===== config.mk =====
export PLATFORM = sky130hd
export DESIGN_NAME = serial_line_editor_with_echo
export DESIGN_NICKNAME = d
export VERILOG_FILES = /design/src/sv/sle_pkg.sv /design/src/sv/serial_line_editor_with_echo.sv /design/src/sv/sle_ram.sv /design/src/sv/sle_out_fifo.sv /design/src/sv/sle_ctrl.sv
export SDC_FILE = /design/constraint.sdc
export NUM_CORES = 2
export LEC_CHECK = 0
export BUFFER_PORTS_ARGS = -buffer_cell sky130_fd_sc_hd__buf_2
export CAP_MARGIN = 30
export CORE_MARGIN = 2
export CORE_UTILIZATION = 50
export DETAILED_ROUTE_END_ITERATION = 10
export HOLD_SLACK_MARGIN = 0.15
export PLACE_DENSITY = 0.66
export SLEW_MARGIN = 20
export SYNTH_ARGS = -nofsm -noshare
export SYNTH_HDL_FRONTEND = slang
export SYNTH_MEMORY_MAX_BITS = 65536
export SYNTH_SLANG_ARGS = --single-unit

===== constraint.sdc =====
create_clock -name clock -period 15.7 [get_ports clock]
set_input_delay 0.785 -clock clock [delete_from_list [all_inputs] [get_ports clock]]
set_output_delay 0.785 -clock clock [all_outputs]
set_load 0.1 [all_outputs]

===== src/sv/sle_pkg.sv =====
// Shared types, codes and sizes of the serial line editor.
// Used by the top level, the sequencer, the result queue and the bench; depends on nothing.
`default_nettype none

package sle_pkg;

   localparam int BUF_DEPTH   = 256;
   localparam int PTR_W       = $clog2(BUF_DEPTH);
   localparam int CNT_W       = $clog2(BUF_DEPTH + 1);
   localparam int MAX_RESULTS = 3;
   localparam int OUT_DEPTH   = 4;
   localparam int OUT_PTR_W   = 2;
   localparam int OUT_CNT_W   = 3;

   localparam logic [7:0] CH_BS       = 8'h08;
   localparam logic [7:0] CH_LF       = 8'h0A;
   localparam logic [7:0] CH_CR       = 8'h0D;
   localparam logic [7:0] CH_SP       = 8'h20;
   localparam logic [7:0] CH_DEL      = 8'h7F;
   localparam logic [7:0] CH_PRINT_LO = 8'h20;

   typedef enum logic [1:0] {
      ACT_RX   = 2'd0,
      ACT_READ = 2'd1,
      ACT_PUT  = 2'd2,
      ACT_DONE = 2'd3
   } action_type;

   typedef enum logic [1:0] {
      KIND_READ          = 2'd0,
      KIND_TX            = 2'd1,
      KIND_REFUSED       = 2'd2,
      KIND_SECOND_READER = 2'd3
   } kind_type;

   typedef enum logic [1:0] {
      ST_IDLE,
      ST_PUSH,
      ST_FETCH,
      ST_EMIT
   } state_type;

   typedef struct packed {
      kind_type    kind;
      logic [7:0]  out_byte;
      logic        last;
   } res_type;

   typedef struct packed {
      logic [1:0]                    count;
      res_type [MAX_RESULTS-1:0]     item;
   } out_push_type;

endpackage

`default_nettype wire


===== src/sv/serial_line_editor_with_echo.sv =====
// Top level of the serial line editor: sequencer, two stores and the result queue.
// Depends on sle_pkg, sle_ram, sle_out_fifo and sle_ctrl.
//
// An input beat is taken in the idle step; each echo or put byte it hands to the send
// queue (none to three, counted whether the byte is kept or dropped on a full queue)
// then gets a push step of its own, as the send store has a single write port, and
// the fetch and emit steps follow. The next beat is taken into a holding register
// while the current one is still at work. Results wait in a four-entry queue, and a
// beat finishes only when that queue has room for three more results, so a stalled
// result side holds back input once two results are waiting.
// Each beat gives zero to three result beats, the final one marked by rsp_last.
// Both stores start undefined and are filled as lines and echoes arrive.
`default_nettype none

module serial_line_editor_with_echo (
   input  wire logic       clock,
   input  wire logic       reset,
   input  wire logic       req_valid,
   output      logic       req_stall,
   input  wire logic [1:0] req_action,
   input  wire logic [7:0] req_data_byte,
   output      logic       rsp_valid,
   input  wire logic       rsp_stall,
   output      logic [1:0] rsp_kind,
   output      logic [7:0] rsp_out_byte,
   output      logic       rsp_last
);

   logic                        line_we, send_we, out_ready;
   logic [sle_pkg::PTR_W-1:0]   line_wa, line_ra, send_wa, send_ra;
   logic [7:0]                  line_wd, line_rd, send_wd, send_rd;
   sle_pkg::out_push_type       out_push;

   sle_ctrl u_ctrl (
      .clock         (clock),
      .reset         (reset),
      .req_valid     (req_valid),
      .req_stall     (req_stall),
      .req_action    (req_action),
      .req_data_byte (req_data_byte),
      .line_we       (line_we),
      .line_wa       (line_wa),
      .line_wd       (line_wd),
      .line_ra       (line_ra),
      .line_rd       (line_rd),
      .send_we       (send_we),
      .send_wa       (send_wa),
      .send_wd       (send_wd),
      .send_ra       (send_ra),
      .send_rd       (send_rd),
      .out_ready     (out_ready),
      .out_push      (out_push)
   );

   sle_ram #(
      .WIDTH (8),
      .DEPTH (sle_pkg::BUF_DEPTH)
   ) u_line_store (
      .clock   (clock),
      .wr_en   (line_we),
      .wr_addr (line_wa),
      .wr_data (line_wd),
      .rd_addr (line_ra),
      .rd_data (line_rd)
   );

   sle_ram #(
      .WIDTH (8),
      .DEPTH (sle_pkg::BUF_DEPTH)
   ) u_send_store (
      .clock   (clock),
      .wr_en   (send_we),
      .wr_addr (send_wa),
      .wr_data (send_wd),
      .rd_addr (send_ra),
      .rd_data (send_rd)
   );

   sle_out_fifo u_out_fifo (
      .clock        (clock),
      .reset        (reset),
      .push         (out_push),
      .ready        (out_ready),
      .rsp_valid    (rsp_valid),
      .rsp_stall    (rsp_stall),
      .rsp_kind     (rsp_kind),
      .rsp_out_byte (rsp_out_byte),
      .rsp_last     (rsp_last)
   );

endmodule

`default_nettype wire


===== src/sv/sle_ram.sv =====
// Generic single-write, single-read synchronous RAM with a registered read.
// Depends on nothing; holds the line store and the send store.
`default_nettype none

module sle_ram #(
   parameter int WIDTH = 8,
   parameter int DEPTH = 256
) (
   input  wire logic                     clock,
   input  wire logic                     wr_en,
   input  wire logic [$clog2(DEPTH)-1:0] wr_addr,
   input  wire logic [WIDTH-1:0]         wr_data,
   input  wire logic [$clog2(DEPTH)-1:0] rd_addr,
   output      logic [WIDTH-1:0]         rd_data
);

   logic [WIDTH-1:0] mem_ff [DEPTH];
   logic [WIDTH-1:0] rd_data_ff;

   always_ff @(posedge clock) begin
      if (wr_en) begin
         mem_ff[wr_addr] <= wr_data;
      end
      rd_data_ff <= mem_ff[rd_addr];
   end

   assign rd_data = rd_data_ff;

endmodule

`default_nettype wire


===== src/sv/sle_out_fifo.sv =====
// Result queue of the serial line editor: takes up to three results a cycle while ready shows room.
// Depends on sle_pkg for the result types and queue sizes.
`default_nettype none

module sle_out_fifo (
   input  wire logic                 clock,
   input  wire logic                 reset,
   input  wire sle_pkg::out_push_type push,
   output      logic                 ready,
   output      logic                 rsp_valid,
   input  wire logic                 rsp_stall,
   output      logic [1:0]           rsp_kind,
   output      logic [7:0]           rsp_out_byte,
   output      logic                 rsp_last
);

   sle_pkg::res_type                      mem_ff [sle_pkg::OUT_DEPTH];
   logic [sle_pkg::OUT_PTR_W-1:0]         wp_ff, wp_in, rp_ff, rp_in;
   logic [sle_pkg::OUT_CNT_W-1:0]         count_ff, count_in;
   logic                                  pop;
   sle_pkg::res_type                      head;

   assign head         = mem_ff[rp_ff];
   assign rsp_valid    = (count_ff != '0);
   assign rsp_kind     = head.kind;
   assign rsp_out_byte = head.out_byte;
   assign rsp_last     = head.last;
   assign pop          = rsp_valid && !rsp_stall;
   assign ready        = (count_ff <= sle_pkg::OUT_CNT_W'(sle_pkg::OUT_DEPTH
                                                          - sle_pkg::MAX_RESULTS));

   always_comb begin
      wp_in    = wp_ff + sle_pkg::OUT_PTR_W'(push.count);
      rp_in    = pop ? rp_ff + sle_pkg::OUT_PTR_W'(1) : rp_ff;
      count_in = count_ff + sle_pkg::OUT_CNT_W'(push.count)
                 - (pop ? sle_pkg::OUT_CNT_W'(1) : sle_pkg::OUT_CNT_W'(0));
   end

   always_ff @(posedge clock) begin
      if (reset) begin
         wp_ff    <= '0;
         rp_ff    <= '0;
         count_ff <= '0;
      end else begin
         wp_ff    <= wp_in;
         rp_ff    <= rp_in;
         count_ff <= count_in;
      end
   end

   always_ff @(posedge clock) begin
      for (int i = 0; i < sle_pkg::MAX_RESULTS; i++) begin
         if (i < int'(push.count)) begin
            mem_ff[wp_ff + sle_pkg::OUT_PTR_W'(i)] <= push.item[i];
         end
      end
   end

   a_count_bound: assert property (@(posedge clock) disable iff (reset)
      count_ff <= sle_pkg::OUT_CNT_W'(sle_pkg::OUT_DEPTH))
      else $error("result queue count beyond its depth");

   a_push_room: assert property (@(posedge clock) disable iff (reset)
      (push.count != 2'd0) |-> ready)
      else $error("results pushed without room in the queue");

   a_empty_after_drain: assert property (@(posedge clock) disable iff (reset)
      (count_ff == sle_pkg::OUT_CNT_W'(1) && pop && push.count == 2'd0)
      |=> !rsp_valid)
      else $error("queue not empty after its last beat left");

endmodule

`default_nettype wire


===== src/sv/sle_ctrl.sv =====
// Sequencer of the serial line editor: edits lines, queues echoes and puts,
// serves readers and feeds the transmitter. Depends on sle_pkg.
`default_nettype none

module sle_ctrl (
   input  wire logic                        clock,
   input  wire logic                        reset,
   input  wire logic                        req_valid,
   output      logic                        req_stall,
   input  wire logic [1:0]                  req_action,
   input  wire logic [7:0]                  req_data_byte,
   output      logic                        line_we,
   output      logic [sle_pkg::PTR_W-1:0]   line_wa,
   output      logic [7:0]                  line_wd,
   output      logic [sle_pkg::PTR_W-1:0]   line_ra,
   input  wire logic [7:0]                  line_rd,
   output      logic                        send_we,
   output      logic [sle_pkg::PTR_W-1:0]   send_wa,
   output      logic [7:0]                  send_wd,
   output      logic [sle_pkg::PTR_W-1:0]   send_ra,
   input  wire logic [7:0]                  send_rd,
   input  wire logic                        out_ready,
   output      sle_pkg::out_push_type       out_push
);

   localparam logic [sle_pkg::PTR_W-1:0] PTR_LAST = sle_pkg::PTR_W'(sle_pkg::BUF_DEPTH - 1);
   localparam logic [sle_pkg::CNT_W-1:0] CNT_FULL = sle_pkg::CNT_W'(sle_pkg::BUF_DEPTH);

   sle_pkg::state_type            state_ff, state_in;
   logic                          hold_valid_ff, hold_valid_in;
   logic [1:0]                    hold_action_ff, hold_action_in;
   logic [7:0]                    hold_byte_ff, hold_byte_in;
   logic [sle_pkg::PTR_W-1:0]     line_wp_ff, line_wp_in, line_rp_ff, line_rp_in;
   logic [sle_pkg::PTR_W-1:0]     send_wp_ff, send_wp_in, send_rp_ff, send_rp_in;
   logic [sle_pkg::CNT_W-1:0]     released_ff, released_in, editing_ff, editing_in;
   logic [sle_pkg::CNT_W-1:0]     send_cnt_ff, send_cnt_in;
   logic                          read_pending_ff, read_pending_in;
   logic                          sender_idle_ff, sender_idle_in;
   logic [1:0]                    push_cnt_ff, push_cnt_in, push_idx_ff, push_idx_in;
   logic [2:0][7:0]               push_bytes_ff, push_bytes_in;
   logic                          err_valid_ff, err_valid_in;
   sle_pkg::kind_type             err_kind_ff, err_kind_in;

   logic                          is_bs, is_eol, is_print, line_full, put_refuse;
   logic                          take, line_push_en;
   logic [1:0]                    idle_push_cnt;
   logic [2:0][7:0]               idle_push_bytes;
   logic                          idle_err;
   sle_pkg::kind_type             idle_err_kind;
   logic                          do_read, do_send, emit_go;
   logic [1:0]                    need;

   function automatic logic [sle_pkg::PTR_W-1:0] ptr_inc(input logic [sle_pkg::PTR_W-1:0] p);
      return (p == PTR_LAST) ? '0 : p + sle_pkg::PTR_W'(1);
   endfunction

   function automatic logic [sle_pkg::PTR_W-1:0] ptr_dec(input logic [sle_pkg::PTR_W-1:0] p);
      return (p == '0) ? PTR_LAST : p - sle_pkg::PTR_W'(1);
   endfunction

   assign req_stall = hold_valid_ff;
   assign take      = (state_ff == sle_pkg::ST_IDLE) && hold_valid_ff;
   assign emit_go   = (state_ff == sle_pkg::ST_EMIT) && out_ready;
   assign do_read   = read_pending_ff && (released_ff != '0);
   assign do_send   = sender_idle_ff && (send_cnt_ff != '0);

   always_comb begin
      is_bs      = (hold_byte_ff == sle_pkg::CH_BS) || (hold_byte_ff == sle_pkg::CH_DEL);
      is_eol     = (hold_byte_ff == sle_pkg::CH_CR) || (hold_byte_ff == sle_pkg::CH_LF);
      is_print   = (hold_byte_ff >= sle_pkg::CH_PRINT_LO) && (hold_byte_ff < sle_pkg::CH_DEL);
      line_full  = ({1'b0, released_ff} + {1'b0, editing_ff}) >= {1'b0, CNT_FULL};
      need       = (hold_byte_ff == sle_pkg::CH_LF) ? 2'd2 : 2'd1;
      put_refuse = ({1'b0, send_cnt_ff} + (sle_pkg::CNT_W + 1)'(need)) > {1'b0, CNT_FULL};
      line_push_en = take && (hold_action_ff == sle_pkg::ACT_RX) && !is_bs
                     && (is_eol || is_print) && !line_full;
   end

   always_comb begin
      idle_push_cnt   = 2'd0;
      idle_push_bytes = '0;
      idle_err        = 1'b0;
      idle_err_kind   = sle_pkg::KIND_REFUSED;
      unique case (hold_action_ff)
         sle_pkg::ACT_RX: begin
            if (is_bs) begin
               if (editing_ff != '0) begin
                  idle_push_cnt   = 2'd3;
                  idle_push_bytes = {sle_pkg::CH_BS, sle_pkg::CH_SP, sle_pkg::CH_BS};
               end
            end else if (is_eol || is_print) begin
               if (!line_full) begin
                  idle_push_cnt      = is_eol ? 2'd2 : 2'd1;
                  idle_push_bytes[0] = is_eol ? sle_pkg::CH_CR : hold_byte_ff;
                  idle_push_bytes[1] = sle_pkg::CH_LF;
               end
            end
         end
         sle_pkg::ACT_READ: begin
            idle_err      = read_pending_ff;
            idle_err_kind = sle_pkg::KIND_SECOND_READER;
         end
         sle_pkg::ACT_PUT: begin
            if (put_refuse) begin
               idle_err = 1'b1;
            end else if (hold_byte_ff == sle_pkg::CH_LF) begin
               idle_push_cnt      = 2'd2;
               idle_push_bytes[0] = sle_pkg::CH_CR;
               idle_push_bytes[1] = sle_pkg::CH_LF;
            end else begin
               idle_push_cnt      = 2'd1;
               idle_push_bytes[0] = hold_byte_ff;
            end
         end
         default: begin
         end
      endcase
   end

   always_comb begin
      state_in = state_ff;
      unique case (state_ff)
         sle_pkg::ST_IDLE: begin
            if (hold_valid_ff) begin
               state_in = (idle_push_cnt != 2'd0) ? sle_pkg::ST_PUSH : sle_pkg::ST_FETCH;
            end
         end
         sle_pkg::ST_PUSH: begin
            if (push_cnt_ff == 2'd1) begin
               state_in = sle_pkg::ST_FETCH;
            end
         end
         sle_pkg::ST_FETCH: begin
            state_in = sle_pkg::ST_EMIT;
         end
         sle_pkg::ST_EMIT: begin
            if (out_ready) begin
               state_in = sle_pkg::ST_IDLE;
            end
         end
         default: begin
            state_in = sle_pkg::ST_IDLE;
         end
      endcase
   end

   always_comb begin
      line_we  = line_push_en;
      line_wa  = line_wp_ff;
      line_wd  = is_eol ? sle_pkg::CH_LF : hold_byte_ff;
      line_ra  = line_rp_ff;
      send_we  = (state_ff == sle_pkg::ST_PUSH) && (send_cnt_ff != CNT_FULL);
      send_wa  = send_wp_ff;
      send_wd  = push_bytes_ff[push_idx_ff];
      send_ra  = send_rp_ff;
      out_push = '0;
      if (emit_go) begin
         out_push.count = 2'({1'b0, err_valid_ff} + {1'b0, do_read} + {1'b0, do_send});
         if (err_valid_ff) begin
            out_push.item[0].kind = err_kind_ff;
            out_push.item[0].last = !do_read && !do_send;
         end
         if (do_read) begin
            out_push.item[{1'b0, err_valid_ff}].kind     = sle_pkg::KIND_READ;
            out_push.item[{1'b0, err_valid_ff}].out_byte = line_rd;
            out_push.item[{1'b0, err_valid_ff}].last     = !do_send;
         end
         if (do_send) begin
            out_push.item[2'({1'b0, err_valid_ff} + {1'b0, do_read})].kind = sle_pkg::KIND_TX;
            out_push.item[2'({1'b0, err_valid_ff} + {1'b0, do_read})].out_byte = send_rd;
            out_push.item[2'({1'b0, err_valid_ff} + {1'b0, do_read})].last = 1'b1;
         end
      end
   end

   always_comb begin
      hold_valid_in   = hold_valid_ff;
      hold_action_in  = hold_action_ff;
      hold_byte_in    = hold_byte_ff;
      line_wp_in      = line_wp_ff;
      line_rp_in      = line_rp_ff;
      send_wp_in      = send_wp_ff;
      send_rp_in      = send_rp_ff;
      released_in     = released_ff;
      editing_in      = editing_ff;
      send_cnt_in     = send_cnt_ff;
      read_pending_in = read_pending_ff;
      sender_idle_in  = sender_idle_ff;
      push_cnt_in     = push_cnt_ff;
      push_idx_in     = push_idx_ff;
      push_bytes_in   = push_bytes_ff;
      err_valid_in    = err_valid_ff;
      err_kind_in     = err_kind_ff;
      unique case (state_ff)
         sle_pkg::ST_IDLE: begin
            if (hold_valid_ff) begin
               hold_valid_in = 1'b0;
               push_cnt_in   = idle_push_cnt;
               push_idx_in   = 2'd0;
               push_bytes_in = idle_push_bytes;
               err_valid_in  = idle_err;
               err_kind_in   = idle_err_kind;
               unique case (hold_action_ff)
                  sle_pkg::ACT_RX: begin
                     if (is_bs) begin
                        if (editing_ff != '0) begin
                           editing_in = editing_ff - sle_pkg::CNT_W'(1);
                           line_wp_in = ptr_dec(line_wp_ff);
                        end
                     end else if (line_push_en) begin
                        line_wp_in = ptr_inc(line_wp_ff);
                        if (is_eol) begin
                           released_in = released_ff + editing_ff + sle_pkg::CNT_W'(1);
                           editing_in  = '0;
                        end else begin
                           editing_in = editing_ff + sle_pkg::CNT_W'(1);
                        end
                     end
                  end
                  sle_pkg::ACT_READ: begin
                     read_pending_in = 1'b1;
                  end
                  sle_pkg::ACT_PUT: begin
                  end
                  default: begin
                     sender_idle_in = 1'b1;
                  end
               endcase
            end
         end
         sle_pkg::ST_PUSH: begin
            if (send_cnt_ff != CNT_FULL) begin
               send_wp_in  = ptr_inc(send_wp_ff);
               send_cnt_in = send_cnt_ff + sle_pkg::CNT_W'(1);
            end
            push_idx_in = push_idx_ff + 2'd1;
            push_cnt_in = push_cnt_ff - 2'd1;
         end
         sle_pkg::ST_FETCH: begin
         end
         sle_pkg::ST_EMIT: begin
            if (out_ready) begin
               err_valid_in = 1'b0;
               if (do_read) begin
                  line_rp_in      = ptr_inc(line_rp_ff);
                  released_in     = released_ff - sle_pkg::CNT_W'(1);
                  read_pending_in = 1'b0;
               end
               if (do_send) begin
                  send_rp_in     = ptr_inc(send_rp_ff);
                  send_cnt_in    = send_cnt_ff - sle_pkg::CNT_W'(1);
                  sender_idle_in = 1'b0;
               end
            end
         end
         default: begin
         end
      endcase
      if (req_valid && !req_stall) begin
         hold_valid_in  = 1'b1;
         hold_action_in = req_action;
         hold_byte_in   = req_data_byte;
      end
   end

   always_ff @(posedge clock) begin
      if (reset) begin
         state_ff        <= sle_pkg::ST_IDLE;
         hold_valid_ff   <= 1'b0;
         line_wp_ff      <= '0;
         line_rp_ff      <= '0;
         send_wp_ff      <= '0;
         send_rp_ff      <= '0;
         released_ff     <= '0;
         editing_ff      <= '0;
         send_cnt_ff     <= '0;
         read_pending_ff <= 1'b0;
         sender_idle_ff  <= 1'b1;
         push_cnt_ff     <= '0;
         push_idx_ff     <= '0;
         err_valid_ff    <= 1'b0;
      end else begin
         state_ff        <= state_in;
         hold_valid_ff   <= hold_valid_in;
         line_wp_ff      <= line_wp_in;
         line_rp_ff      <= line_rp_in;
         send_wp_ff      <= send_wp_in;
         send_rp_ff      <= send_rp_in;
         released_ff     <= released_in;
         editing_ff      <= editing_in;
         send_cnt_ff     <= send_cnt_in;
         read_pending_ff <= read_pending_in;
         sender_idle_ff  <= sender_idle_in;
         push_cnt_ff     <= push_cnt_in;
         push_idx_ff     <= push_idx_in;
         err_valid_ff    <= err_valid_in;
      end
   end

   always_ff @(posedge clock) begin
      hold_action_ff <= hold_action_in;
      hold_byte_ff   <= hold_byte_in;
      push_bytes_ff  <= push_bytes_in;
      err_kind_ff    <= err_kind_in;
   end

   a_line_bound: assert property (@(posedge clock) disable iff (reset)
      ({1'b0, released_ff} + {1'b0, editing_ff}) <= {1'b0, CNT_FULL})
      else $error("line store holds more characters than its depth");

   a_send_bound: assert property (@(posedge clock) disable iff (reset)
      send_cnt_ff <= CNT_FULL)
      else $error("send queue count beyond its depth");

   a_push_in_emit: assert property (@(posedge clock) disable iff (reset)
      (out_push.count != 2'd0) |-> (state_ff == sle_pkg::ST_EMIT))
      else $error("results pushed outside the emit step");

   a_take_frees_hold: assert property (@(posedge clock) disable iff (reset)
      take |=> (!hold_valid_ff && state_ff != sle_pkg::ST_IDLE))
      else $error("held beat not released when its work started");

   a_no_write_in_emit: assert property (@(posedge clock) disable iff (reset)
      (state_ff == sle_pkg::ST_EMIT || state_ff == sle_pkg::ST_FETCH)
      |-> (!line_we && !send_we))
      else $error("store written while its read data is in use");

endmodule

`default_nettype wire


==> impl_metrics.py <==
metrics = {
    "run_status": {
        "status": "finished, final reports clean",
    },
    "clock_network": {
        "postCtsSetupRepairBufs": 0,
        "cts.clk_slew.worst_paths_ns": 0.06,
        "cts.sinks": 4256,
        "hold_buffers": 10,
        "numCtsBuffers": 414,
        "htree_num_levels": 5,
        "post_cts_resized": 0,
        "cts_tree": "built",
        "cts-root-buf": "clkbuf_16",
        "clk_latency_ns": 0.98,
        "clk_path_buf_depth": 4,
    },
    "yosys": {
        "synth.avg_cell_area_um2": 20.0,
        "synth.largest_area_cell": "edfxtp_1",
        "yosysSeqAreaShare_pct": 75.7,
        "syn_area_um2": 167000,
        "synthCells": 8390,
        "yosysUniqueCellTypes": 90,
        "ys_top_cells_by_area": "edfxtp_1 (75%), mux4_2 (13%), mux2i_1 (1.6%), nor2_1 (1.5%), dfxtp_1 (1.1%)",
        "ys_top_cells_by_count": "edfxtp_1 (4162), mux4_2 (979), nor2_1 (676)",
        "yosys_warnings": 0,
        "synth_fp_nets": 8460,
        "synth_top_area_share_pct": 74.6,
        "synth_flop_cell": "edfxtp_1",
        "synth-seq-cells": 4256,
        "synth_edf_count": 4162,
        "synth_most_common_cell": "edfxtp_1",
        "async_reset_ff_share_pct": 0,
    },
    "sta": {
        "fin_setup_tns_ns": 0,
        "clock_skew_ns": 0.0660,
        "fmax_ghz": 0.189,
        "max_slew.worst_pin.slew_ns": 1.10,
        "setup_viol": 0,
        "final.min_clock_period_ns": 5.30,
        "slew_headroom_pct": 26.0,
        "fin_crit_sh_pct": 33.8,
        "hold_viol_final": 0,
        "rsz0062_at_grt": "no",
        "finalMaxSlewViolations": 0,
    },
    "place": {
        "place.gp.congestion": 0.865,
        "dp.final_hpwl_um": 265000,
        "portBuffers": 26,
        "placed_area_um2": 173000,
    },
    "grt": {
        "grt_pass1_wl_um": 631000,
        "grt_max_degree": 194,
        "antenna_found_initial": 15,
        "grt_pass1_vias": 85300,
        "grt_overflow_total": 0,
        "grt.total_usage_pct": 25.8,
    },
    "critical_path": {
        "worst_r2r_startpoint": "u_ctrl.send_ra[0]",
        "cp-startpoint": "u_ctrl.send_ra[0]",
        "arrival_ns": 6.20,
        "cp.required_ns": 16.60,
        "cp-end-kind": "flip-flop",
        "crit_type": "reg2reg",
        "critPathLaunchType": "flip-flop",
        "critPathMaxFanout": 112,
    },
    "floorplan": {
        "fp-row-count": 212,
        "fp.dieW_um": 583,
        "dieHeight_um": 583,
        "initial_utilization_pct": 50.2,
        "core_um2": 333000,
        "dieArea_um2": 340000,
        "ioPinCount": 27,
    },
    "routing": {
        "routed_via_density": 6.57,
        "vias": 87700,
        "remaining_drc_errors": 0,
        "routed_wl_um": 444000,
        "drt_iter0_markers": 13600,
        "firstDrtPassIters": 6,
        "wire_per_inst_um": 33.3,
        "ant_nets": 0,
    },
    "cells_and_area": {
        "syn2layout_area_growth_pct": 11.5,
        "final_layout_size_suffix_gt1_share_pct": 21.7,
        "finish.instance_area_um2": 187000,
        "nFillCells": 24400,
        "nNetsFinal": 8677,
    },
    "job": {
        "maxCapViolations": 0,
    },
    "power": {
        "power.leakage_uw": 0.0561,
        "p_per_area_nw_per_um2": 128,
        "ir_drop_mv": 0.0933,
    },
    "min_path": {
        "hp-start": "rsp_stall",
        "hp-class": "in2reg",
    },
}
==> routing by layer <==
metal	routed length (um)	track usage, %	vias up
li1	-	-	35100
met1	176000	38.2	46400
met3	52700	6.09	773
met5	72	0	-
met2	201000	38.5	5410
met4	14200	7.63	10
==> placed cells by master (no fill, tap or decap), drive strengths merged, types with 12 or more instances in the layout <==
cell / synthesis / layout
edfxtp: 4162 / 4162
clkinvlp: 0 / 12
dfxtp: 94 / 94
xnor2: 25 / 25
nand3: 83 / 83
nor3: 52 / 52
o21ai: 121 / 121
mux2i: 267 / 267
a21oi: 241 / 241
a22o: 23 / 23
mux2: 16 / 16
a211oi: 53 / 53
buf: 243 / 284
nor2: 676 / 676
and3: 16 / 16
clkbuf: 255 / 540
nand4: 26 / 26
or2: 12 / 12
nand2b: 20 / 20
xor2: 14 / 14
o22ai: 62 / 62
and2: 20 / 20
a22oi: 196 / 196
a2111oi: 13 / 13
mux4: 979 / 979
ha: 51 / 51
o221ai: 47 / 47
or3: 13 / 13
nand2: 280 / 280
clkinv: 2 / 174
nor4: 14 / 14
a31oi: 24 / 24
inv: 49 / 62
o211ai: 16 / 16
bufinv: 0 / 34
a221oi: 49 / 49
nor2b: 40 / 40
==> state kept, by name, summed over array words and instances (netlist names), 3 cells and up, named ones only <==
register,cells
u_ctrl.push_bytes_ff,11
u_ctrl.editing_ff,9
u_out_fifo.mem_ff,44
u_line_store.rd_data,8
u_send_store.mem_ff,2048
u_ctrl.released_ff,9
u_line_store.mem_ff,2048
u_ctrl.hold_byte_ff,8
u_ctrl.send_wa,8
u_ctrl.line_wa,8
u_out_fifo.count_ff,3
u_ctrl.line_ra,8
u_ctrl.send_ra,8
u_ctrl.send_cnt_ff,9
u_send_store.rd_data,8
==> path summary, 6_finish.rpt <==
path / endpoint / slack (ns) / depth (start not counted)
setup / recovery: u_send_store.rd_data[6] / 10.40 / 10
hold / removal: u_out_fifo.rp_ff[0] / 0.25 / 4
setup reg to reg: u_send_store.rd_data[6] / 10.40 / 10
hold reg to reg: u_ctrl.sender_idle_ff / 0.49 / 1
==> layout make-up <==
| class | instances | area, um2 | share of cell area, % |
|---|---|---|---|
| antenna | 2 | 5.00 | 0.00268 |
| clock buffer | 535 | 11200 | 6.01 |
| clock inverter | 231 | 2050 | 1.10 |
| inverter | 51 | 191 | 0.102 |
| multi-input combinational | 3585 | 38100 | 20.4 |
| sequential | 4256 | 127000 | 67.9 |
| tap | 4387 | 5490 | 2.94 |
| timing repair buffer | 299 | 2770 | 1.48 |
==> through the flow <==
step / util (%) / worst slack, ns / cells / hold slack, ns / power [uW]
4_1_cts: 55.8 / 10.03 / 13300 / 0.187 / 24000
3_5_place_dp: 51.8 / 10.04 / 12500 / 0.481 / 14300
2_1_floorplan: - / 2.90 / 8390 / 0.456 / 14000
3_3_place_gp: 51.7 / 10.14 / 12500 / 0.463 / 14300
6_report: 56.0 / 10.40 / 13300 / 0.248 / 23900
5_1_grt: 56.0 / 10.0 / 13300 / 0.259 / 24500
==> cell families after synthesis <==
logic type	Yosys count	synth area share, %
compound gates	938	3.78
xor+xnor	39	0.204
fa+ha+maj	57	0.447
buf+inv	549	1.61
flops	4256	75.7
mux	1262	14.9
simple gates	1289	3.35
==> where the power goes <==
| group | total, uW | switching, uW | leakage (uW) | internal [uW] |
|---|---|---|---|---|
| Clock | 9800 | 4200 | 0.00651 | 5600 |
| Sequential | 13000 | 73.5 | 0.0382 | 12900 |
| Combinational | 1180 | 927 | 0.0114 | 254 |
| Total | 23900 | 5200 | 0.0561 | 18700 |
==> critical path: stages, from the launching register on <==
cell	delay, ns
dfxtp_4	0.90
buf_12	0.57
buf_4	0.61
buf_12	0.76
mux2i_1	0.16
a221oi_1	0.38
a21oi_1	0.08
o21ai_0	0.39
a2111oi_0	0.19
nor2_1	0.68
and3_1	0.25
No activity file was read; power rests on OpenSTA's default activity.
